### src/pldm_pkg.sv
// Shared widths, calibration tables and stream types for the power-to-DAC mapper.
package pldm_pkg;

   // Field widths
   localparam int SETTING_W = 10;
   localparam int CODE_W    = 12;
   localparam int SLOPE_W   = 5;
   localparam int PROD_W    = SETTING_W + SLOPE_W;
   localparam int SUM_W     = PROD_W + 1;

   // Stream data widths, fields padded to whole bytes
   localparam int REQ_DATA_W = ((SETTING_W + 7) / 8) * 8;
   localparam int RSP_DATA_W = ((CODE_W + 7) / 8) * 8;

   // Calibration table size
   localparam int BREAKPOINTS = 15;
   localparam int SEGMENTS    = BREAKPOINTS - 1;

   localparam logic [CODE_W-1:0] DAC_MAX = CODE_W'(4095);

   typedef logic [SETTING_W-1:0] setting_type;
   typedef logic [CODE_W-1:0]    code_type;
   typedef logic [SLOPE_W-1:0]   slope_type;

   // Breakpoint settings in per-mille, falling from the top
   localparam setting_type BP_SETTING [BREAKPOINTS] = '{
      10'd1000, 10'd950, 10'd900, 10'd850, 10'd800, 10'd700, 10'd600, 10'd500,
      10'd400,  10'd300, 10'd200, 10'd150, 10'd100, 10'd50,  10'd0
   };

   // DAC code at each breakpoint
   localparam code_type BP_CODE [BREAKPOINTS] = '{
      12'd4000, 12'd3600, 12'd3400, 12'd3300, 12'd3200, 12'd2800, 12'd2600, 12'd2400,
      12'd2200, 12'd2000, 12'd1800, 12'd1650, 12'd1500, 12'd1300, 12'd0
   };

   // Whole-number slope of each segment, DAC steps per per-mille
   localparam slope_type SEG_SLOPE [SEGMENTS] = '{
      5'd8, 5'd4, 5'd2, 5'd2, 5'd4, 5'd2, 5'd2,
      5'd2, 5'd2, 5'd2, 5'd3, 5'd3, 5'd4, 5'd26
   };

endpackage

### src/piecewise_linear_dac_mapper.sv
// Power setting to DAC code mapper: segment search, linear interpolation, clamp.
//
//   channel   ports     direction   payload
//   request   req_*     in          tdata[9:0]  power_setting
//   response  rsp_*     out         tdata[11:0] dac_code
//
// Response valid rises once the request item has passed the input stage and the
// output register. One item per cycle is sustained while the response side is ready:
// each stage takes a new item in the same cycle it hands its own on.
// Reset is synchronous and clears both valid flags.
// A stalled response holds its register and the input stage fills behind it;
// the request side stalls only when both stages are occupied.
module piecewise_linear_dac_mapper (
   input  logic                            clock,
   input  logic                            reset,
   input  logic                            req_tvalid,
   output logic                            req_tready,
   input  logic [pldm_pkg::REQ_DATA_W-1:0] req_tdata,  // [9:0] power_setting, rest zero
   output logic                            rsp_tvalid,
   input  logic                            rsp_tready,
   output logic [pldm_pkg::RSP_DATA_W-1:0] rsp_tdata   // [11:0] dac_code, rest zero
);

   logic                  in_valid_ff, in_valid_in;
   pldm_pkg::setting_type in_setting_ff;
   logic                  out_valid_ff, out_valid_in;
   pldm_pkg::code_type    out_code_ff, out_code_in;

   logic                  out_free;
   logic                  in_advance;
   logic                  req_xfer;

   logic [pldm_pkg::SEGMENTS-1:0] seg_hit;
   logic                          any_hit;
   pldm_pkg::setting_type         sel_x_low;
   pldm_pkg::code_type            sel_y_low;
   pldm_pkg::slope_type           sel_slope;
   pldm_pkg::setting_type         offset;
   logic [pldm_pkg::PROD_W-1:0]   product;
   logic [pldm_pkg::SUM_W-1:0]    sum;

   // Handshake: output register frees on transfer, input stage moves when it frees
   assign out_free    = !out_valid_ff || rsp_tready;
   assign in_advance  = in_valid_ff && out_free;
   assign req_tready  = !in_valid_ff || out_free;
   assign req_xfer    = req_tvalid && req_tready;
   assign in_valid_in = req_xfer || (in_valid_ff && !out_free);
   assign out_valid_in = in_advance || (out_valid_ff && !rsp_tready);

   // Closed-interval compare against every segment in parallel
   always_comb begin
      for (int i = 0; i < pldm_pkg::SEGMENTS; i++) begin
         seg_hit[i] = (in_setting_ff >= pldm_pkg::BP_SETTING[i+1]) &&
                      (in_setting_ff <= pldm_pkg::BP_SETTING[i]);
      end
   end

   // Priority select: the highest segment that holds the setting wins
   always_comb begin
      sel_x_low = '0;
      sel_y_low = '0;
      sel_slope = '0;
      for (int i = pldm_pkg::SEGMENTS - 1; i >= 0; i--) begin
         if (seg_hit[i]) begin
            sel_x_low = pldm_pkg::BP_SETTING[i+1];
            sel_y_low = pldm_pkg::BP_CODE[i+1];
            sel_slope = pldm_pkg::SEG_SLOPE[i];
         end
      end
   end

   assign any_hit = |seg_hit;

   // Interpolate and clamp; no segment gives zero
   always_comb begin
      offset  = in_setting_ff - sel_x_low;
      product = pldm_pkg::PROD_W'(sel_slope) * pldm_pkg::PROD_W'(offset);
      sum     = pldm_pkg::SUM_W'(sel_y_low) + pldm_pkg::SUM_W'(product);
      if (!any_hit) begin
         out_code_in = '0;
      end else if (sum > pldm_pkg::SUM_W'(pldm_pkg::DAC_MAX)) begin
         out_code_in = pldm_pkg::DAC_MAX;
      end else begin
         out_code_in = sum[pldm_pkg::CODE_W-1:0];
      end
   end

   // Valid flags
   always_ff @(posedge clock) begin
      if (reset) begin
         in_valid_ff  <= 1'b0;
         out_valid_ff <= 1'b0;
      end else begin
         in_valid_ff  <= in_valid_in;
         out_valid_ff <= out_valid_in;
      end
   end

   // Payload registers
   always_ff @(posedge clock) begin
      if (req_xfer) begin
         in_setting_ff <= req_tdata[pldm_pkg::SETTING_W-1:0];
      end
      if (in_advance) begin
         out_code_ff <= out_code_in;
      end
   end

   assign rsp_tvalid = out_valid_ff;
   assign rsp_tdata  = pldm_pkg::RSP_DATA_W'(out_code_ff);

   // A request transfer always lands in the input stage
   a_req_lands: assert property (@(posedge clock) disable iff (reset)
      req_xfer |=> in_valid_ff)
      else $error("request transfer did not fill input stage");

   // A held input item keeps its setting until it moves on
   a_in_holds: assert property (@(posedge clock) disable iff (reset)
      (in_valid_ff && !out_free) |=> (in_valid_ff && $stable(in_setting_ff)))
      else $error("stalled input item lost or changed");

   // An item leaving the input stage shows up as a response
   a_out_fills: assert property (@(posedge clock) disable iff (reset)
      in_advance |=> rsp_tvalid)
      else $error("advanced item missing at response");

   // Settings above full scale map to zero
   a_over_range: assert property (@(posedge clock) disable iff (reset)
      (in_advance && (in_setting_ff > pldm_pkg::BP_SETTING[0])) |=> (out_code_ff == '0))
      else $error("out-of-range setting gave nonzero code");

endmodule

### config.mk
export PLATFORM = sky130hd
export DESIGN_NAME = piecewise_linear_dac_mapper
export DESIGN_NICKNAME = d
export VERILOG_FILES = /design/src/pldm_pkg.sv /design/src/piecewise_linear_dac_mapper.sv
export SDC_FILE = /design/constraint.sdc
export NUM_CORES = 1
export LEC_CHECK = 0
export BUFFER_PORTS_ARGS = -buffer_cell sky130_fd_sc_hd__buf_2
export CAP_MARGIN = 25
export CORE_ASPECT_RATIO = 1.1
export CORE_MARGIN = 10
export CORE_UTILIZATION = 60
export CTS_CLUSTER_SIZE = 28
export DETAILED_ROUTE_END_ITERATION = 7
export PLACE_DENSITY = 0.83
export SYNTH_ARGS = -nofsm -noshare
export SYNTH_HDL_FRONTEND = slang
export SYNTH_SLANG_ARGS = --single-unit
### constraint.sdc
create_clock -name clock -period 13.2 [get_ports clock]
set_clock_uncertainty 0.1 [all_clocks]
set_input_delay 2.64 -clock clock [delete_from_list [all_inputs] [get_ports clock]]
set_output_delay 2.64 -clock clock [all_outputs]
set_load 0.02 [all_outputs]
==> results.sh, run 1 <==
export IMPL_cp_start_kind="flip-flop"
export IMPL_cap_violations=0
export IMPL_antenna_found_initial=0
export IMPL_wirelength_um=10400
export IMPL_initial_core_util_pct=62.6
export IMPL_nNetsFinal=583
export IMPL_synthFlopType="edfxtp_1"
export IMPL_cts_tree="yes"
export IMPL_async_flop_share_pct=0
export IMPL_max_freq_ghz=0.116
export IMPL_status="finished clean"
export IMPL_drt_iter0_drc=320
export IMPL_rows=31
export IMPL_ff2ff_setup_slack_ns=4.55
export IMPL_ys_ff_latch=24
export IMPL_syn_to_final_growth_pct=4.04
export IMPL_p_leak_nw=1.90
export IMPL_insertion_delay_ns=0.27
export IMPL_dp_hpwl_um=8280
export IMPL_yosys_area_top_type_share_pct=17.7
export IMPL_cts_buffers=3
export IMPL_rsz0062_at_grt="no"
export IMPL_ys_warn_count=0
export IMPL_slew_headroom_pct=44.4
export IMPL_grt_pass1_vias=3675
export IMPL_worstMarginPinSlew_ns=0.828
export IMPL_crit_end="out_code_ff[0]"
export IMPL_track_usage_pct=19.8
export IMPL_design_die_area_mm2=0.0107
export IMPL_viasPerCell=6.29
export IMPL_crit_fanout=23
export IMPL_ant_nets=0
export IMPL_grt_max_degree=24
export IMPL_slew_violations=0
export IMPL_synth_area_per_cell_um2=8.65
export IMPL_cts_reportedPaths_clkPinSlew_ns=0.08
export IMPL_port_buffers=27
export IMPL_gp_congestion=0.943
export IMPL_ys_top_cells_by_count="58 x inv_1, 55 x nor2_1, 37 x fa_1, 30 x ha_1"
export IMPL_drive_gt1_share_pct=11.5
export IMPL_core_area_mm2=0.00667
export IMPL_crit_path_end_kind="flip-flop"
export IMPL_post_cts_buffers=0
export IMPL_required_ns=13.12
export IMPL_fin_crit_ns=8.65
export IMPL_antennaDiodeCount=0
export IMPL_final_core_util_pct=65.2
export IMPL_synth_most_common_cell="inv_1"
export IMPL_drc=0
export IMPL_crit_start="in_setting_ff[6]"
export IMPL_cts_buffer_depth=2
export IMPL_netlist_top_cells_area="fa_1 18%, edfxtp_1 16%, ha_1 9.0%"
export IMPL_final_setup_viol_count=0
export IMPL_ctsHtreeMaxLevel=1
export IMPL_critical_path_class="reg2reg"
export IMPL_hold_viol_final=0
export IMPL_clock_sinks=24
export IMPL_power_density_mw_per_mm2=153
export IMPL_r2r_start="in_setting_ff[6]"
export IMPL_vias=3628
export IMPL_cp_arrival_ns=8.57
export IMPL_syn_inst=483
export IMPL_die_y_um=108
export IMPL_synth_edff_count=22
export IMPL_cpPeakStageDelay_ns=0.84
export IMPL_cts_hold_buf=0
export IMPL_slowest_stage="edfxtp_1"
export IMPL_grt_ovfl_total=0
export IMPL_syn_area_mm2=0.00418
export IMPL_hold_class="reg2reg"
export IMPL_num_io_pins=38
export IMPL_wl_per_cell_um=18.1
export IMPL_fin_setup_tns_ns=0
export IMPL_grt_pass1_wl_um=17800
export IMPL_fp_dieW_um=99.6
export IMPL_yosysSeqAreaShare_pct=16.8
export IMPL_first_pass_iters=6
export IMPL_yosysTopAreaCell="fa_1"
export IMPL_peakVddDrop_mv=0.167
export IMPL_fin_crit_sh_pct=65.5
export IMPL_r2r_cells=25
export IMPL_cts_resized=0
export IMPL_root_buffer="clkbuf_8"
export IMPL_r2r_end="out_code_ff[0]"
export IMPL_synth_cell_types=73
-- logic make-up after synthesis --
logic type | count (synthesis) | share of synthesized area, %
and+or+nand+nor | 172 | 22.6
muxes | 1 | 0.240
AOI/OAI and AO/OA | 124 | 22.2
other | 1 | 0.0897
adders and majority gates | 67 | 26.7
DFF | 24 | 16.8
buffers and inverters | 81 | 8.62
xor gates and xnor gates | 13 | 2.72
-- layer usage --
layer / global-route usage [%] / routed length, um / vias up
met5: 0 / 0 / -
met4: 6.35 / 238 / 0
met3: 2.76 / 677 / 26
met2: 34.2 / 5200 / 169
met1: 24.8 / 4320 / 1716
li1: - / - / 1717
-- registers in the layout, summed over array words and instances, names as in the netlist --
signal,cells
in_valid_ff,1
rsp_tvalid,1
in_setting_ff,10
out_code_ff,12
-- power by group --
part	switching [W]	internal (W)	total, W	leakage, nW
clock network	0.0000230	0.0000266	0.0000496	0.0288
registers	0.0000120	0.000116	0.000128	0.225
logic	0.000284	0.000204	0.000488	1.65
total	0.000319	0.000347	0.000666	1.90
-- worst min path at each step --
stage	startpoint	end	slack [ns]	depth (start not counted)
detailed placement	in_valid_ff	rsp_tvalid	0.41	2
floorplan	in_valid_ff	rsp_tvalid	0.38	2
global route	in_valid_ff	rsp_tvalid	0.47	2
global placement	in_valid_ff	rsp_tvalid	0.39	2
finish	in_valid_ff	rsp_tvalid	0.42	2
CTS	in_valid_ff	rsp_tvalid	0.42	2
-- worst max-delay path: cells and delay by family, from the launching register on --
kind,cells,cell delay [ns]
AO/OA/AOI/OAI,9,2.70
adder cells (fa/ha/maj),5,2.07
AND/OR/NAND/NOR,7,1.91
flip-flops,1,0.84
XOR/XNOR,1,0.39
multiplexers,1,0.27
buffers and inverters,2,0.09
-- per-stage QoR --
step                      hold WS (ns)  area (um2)  cells  power (W)  setup WS (ns)
after detailed placement         0.406        4290    572   0.000610           4.77
after global placement           0.390        4290    572   0.000598           4.87
after CTS                        0.415        4340    576   0.000667           4.66
final                            0.419        4350    577   0.000666           4.55
after global routing             0.470        4350    577   0.000736           3.84
after floorplan                  0.378        4190    486   0.000504           6.24
-- area by class of cell --
type                       instances  area, um2
multi-input combinational        381       3130
fill                             552       2320
tap                               82        103
sequential                        24        701
inverter                          58        218
clock buffer                       4       55.1
timing repair buffer              28        143
-- placed cells by master (no fill, tap or decap), types with 5 or more instances in the layout --
| cell | n |
|---|---|
| nor3_1 | 16 |
| buf_2 | 27 |
| nand2b_1 | 9 |
| inv_1 | 58 |
| o21ai_0 | 15 |
| o211ai_1 | 7 |
| or2_2 | 5 |
| a21o_1 | 9 |
| xnor2_1 | 7 |
| fa_1 | 37 |
| xor2_1 | 6 |
| nor2_1 | 55 |
| o21ai_1 | 5 |
| a211oi_1 | 8 |
| nor2b_1 | 10 |
| a21oi_1 | 24 |
| nor4_1 | 5 |
| nand3_1 | 5 |
| nand2_1 | 24 |
| edfxtp_1 | 22 |
| or3_1 | 5 |
| o21a_1 | 19 |
| and2_1 | 7 |
| ha_1 | 30 |
| a31oi_1 | 5 |
(Power assumes the default switching activity.)
==> run 2, diff against run 1 <==
CORE_UTILIZATION = 56   (was 60)
PLACE_DENSITY = 0.82   (was 0.83)
clock period = 7.3 ns   (was 13.2 ns; I/O delays follow)
==> results.sh, run 2 (synthesis results as in run 1) <==
export IMPL_final_setup_viol_count=6
export IMPL_wirelength_um=13800
export IMPL_drt_iter0_drc=378
export IMPL_antennaDiodeCount=0
export IMPL_slowest_stage="fa_1"
export IMPL_syn_to_final_growth_pct=34.7
export IMPL_largest_reg_flops=12
export IMPL_grt_pass1_vias=4044
export IMPL_vias=4213
export IMPL_rows=32
export IMPL_max_freq_ghz=0.137
export IMPL_comb_power_share_pct=81.3
export IMPL_grt_pass1_wl_um=19400
export IMPL_hold_class="reg2reg"
export IMPL_drive_gt1_share_pct=39.0
export IMPL_final_cell_mix="99 x buf_4, 51 x inv_1, 48 x nor2_1"
export IMPL_cp_arrival_ns=7.25
export IMPL_peakVddDrop_mv=0.471
export IMPL_design_die_area_mm2=0.0113
export IMPL_critical_path_class="reg2reg"
export IMPL_fin_crit_sh_pct=100
export IMPL_fp_dieW_um=102
export IMPL_cts_buffers=3
export IMPL_status="complete, but fails checks"
export IMPL_nNetsFinal=688
export IMPL_num_io_pins=38
export IMPL_switching_power_w=0.000767
export IMPL_cts_buffer_depth=2
export IMPL_p_clk_share_pct=5.3
export IMPL_wl_per_cell_um=20.1
export IMPL_violations="setup timing"
export IMPL_crit_path_end_kind="flip-flop"
export IMPL_nFillCells=428
export IMPL_final_common_cell="buf_4"
export IMPL_initial_core_util_pct=58.6
export IMPL_power_density_mw_per_mm2=295
export IMPL_cpPeakStageDelay_ns=0.55
export IMPL_intPower_w=0.000895
export IMPL_die_y_um=111
export IMPL_grt_met1_usage_pct=24.7
export IMPL_fin_ws_ns=-0.0171
export IMPL_fin_crit_ns=7.32
export IMPL_p_seq_share_pct=13.3
export IMPL_drc=0
export IMPL_grt_util_met2_pct=36.7
export IMPL_grt_util_met3_pct=3.11
export IMPL_clock_sinks=24
export IMPL_dp_slack_ns=-0.141
export IMPL_viasPerCell=6.15
export IMPL_fin_setup_tns_ns=-0.0614
export IMPL_crit_fanout=7
export IMPL_cp_common_cell="buf_4"
export IMPL_busiest_layer="met2"
export IMPL_grt_ovfl_total=0
export IMPL_cts_hold_buf=0
export IMPL_worstMarginPinSlew_ns=1.02
export IMPL_largest_register="out_code_ff"
export IMPL_slew_headroom_pct=31.8
export IMPL_gp_congestion=0.944
export IMPL_slew_violations=0
export IMPL_cts_tree="yes"
export IMPL_cap_violations=0
export IMPL_core_area_mm2=0.00713
export IMPL_grt_max_degree=19
export IMPL_required_ns=7.23
export IMPL_port_buffers=27
export IMPL_rsz0062_at_grt="yes"
export IMPL_p_leak_nw=2.50
export IMPL_dp_hpwl_um=9740
export IMPL_first_pass_iters=5
export IMPL_antenna_found_initial=0
export IMPL_root_buffer="clkbuf_8"
export IMPL_hold_viol_final=0
export IMPL_ctsHtreeMaxLevel=1
export IMPL_ant_nets=0
export IMPL_insertion_delay_ns=0.27
export IMPL_track_usage_pct=20.8
export IMPL_top_regs="out_code_ff: 12 flops, in_setting_ff: 10 flops"
export IMPL_cts_reportedPaths_clkPinSlew_ns=0.08
export IMPL_cp_start_kind="flip-flop"
export IMPL_sw_frac_of_total_pct=46.2
export IMPL_final_core_util_pct=79.0
-- run 2: final cells by class --
class | instances | area, um2 | share of cell area, %
Timing Repair Buffer | 133 | 966 | 17.2
Clock buffer | 4 | 55.1 | 0.978
Inverter | 58 | 218 | 3.87
Sequential cell | 24 | 701 | 12.4
Multi-Input combinational cell | 381 | 3580 | 63.7
Tap cell | 85 | 106 | 1.89
-- run 2: power groups by stage --
stage	logic [W]	registers [W]	clock network, W
CTS	0.00107	0.000221	0.0000901
detailed placement	0.00105	0.000224	0
global route	0.00146	0.000224	0.0000935
finish	0.00135	0.000222	0.0000889
global placement	0.00102	0.000223	0
floorplan	0.000655	0.000256	0
-- run 2: layer usage --
layer	wire length, um	vias to the layer above	share of wire, %
li1	-	1922	-
met1	5040	2015	37
met2	7430	219	54
met3	795	57	5.8
met4	500	0	3.6
met5	0	-	0
-- run 2: per-stage QoR --
step           hold WS, ns  total power (W)  cell area [um2]  std cells
2_1_floorplan        0.378         0.000911             4190        486
3_3_place_gp         0.393          0.00124             4920        658
3_5_place_dp         0.415          0.00127             4920        658
4_1_cts              0.435          0.00138             5070        669
5_1_grt              0.479          0.00178             5630        685
6_report             0.434          0.00166             5630        685
-- run 2: what timing repair did --
| action | CTS | global route |
|---|---|---|
| setup buffers | 7 | 16 |
| gates resized for setup | 9 | 101 |
| endpoints found under the setup margin | 12 | 12 |
| cloned | 0 | 1 |
| pin swaps | 6 | 25 |
-- run 2: final timing paths --
check	startpoint	end	slack (ns)	cells past startpoint
setup / recovery	in_setting_ff[3]	out_code_ff[5]	-0.02	30
hold / removal	in_valid_ff	rsp_tvalid	0.43	2
setup reg to reg	in_setting_ff[3]	out_code_ff[5]	-0.02	30
hold reg to reg	in_valid_ff	rsp_tvalid	0.43	2
-- run 2: critical path: cells and delay by family (launching register included) --
| kind | cells | cell delay, ns |
|---|---|---|
| adder cells (fa/ha/maj) | 5 | 2.16 |
| AND/OR/NAND/NOR | 9 | 1.57 |
| AO/OA/AOI/OAI | 7 | 1.22 |
| buffers and inverters | 7 | 1.14 |
| flip-flops | 1 | 0.49 |
| XOR/XNOR | 1 | 0.24 |
| multiplexers | 1 | 0.16 |
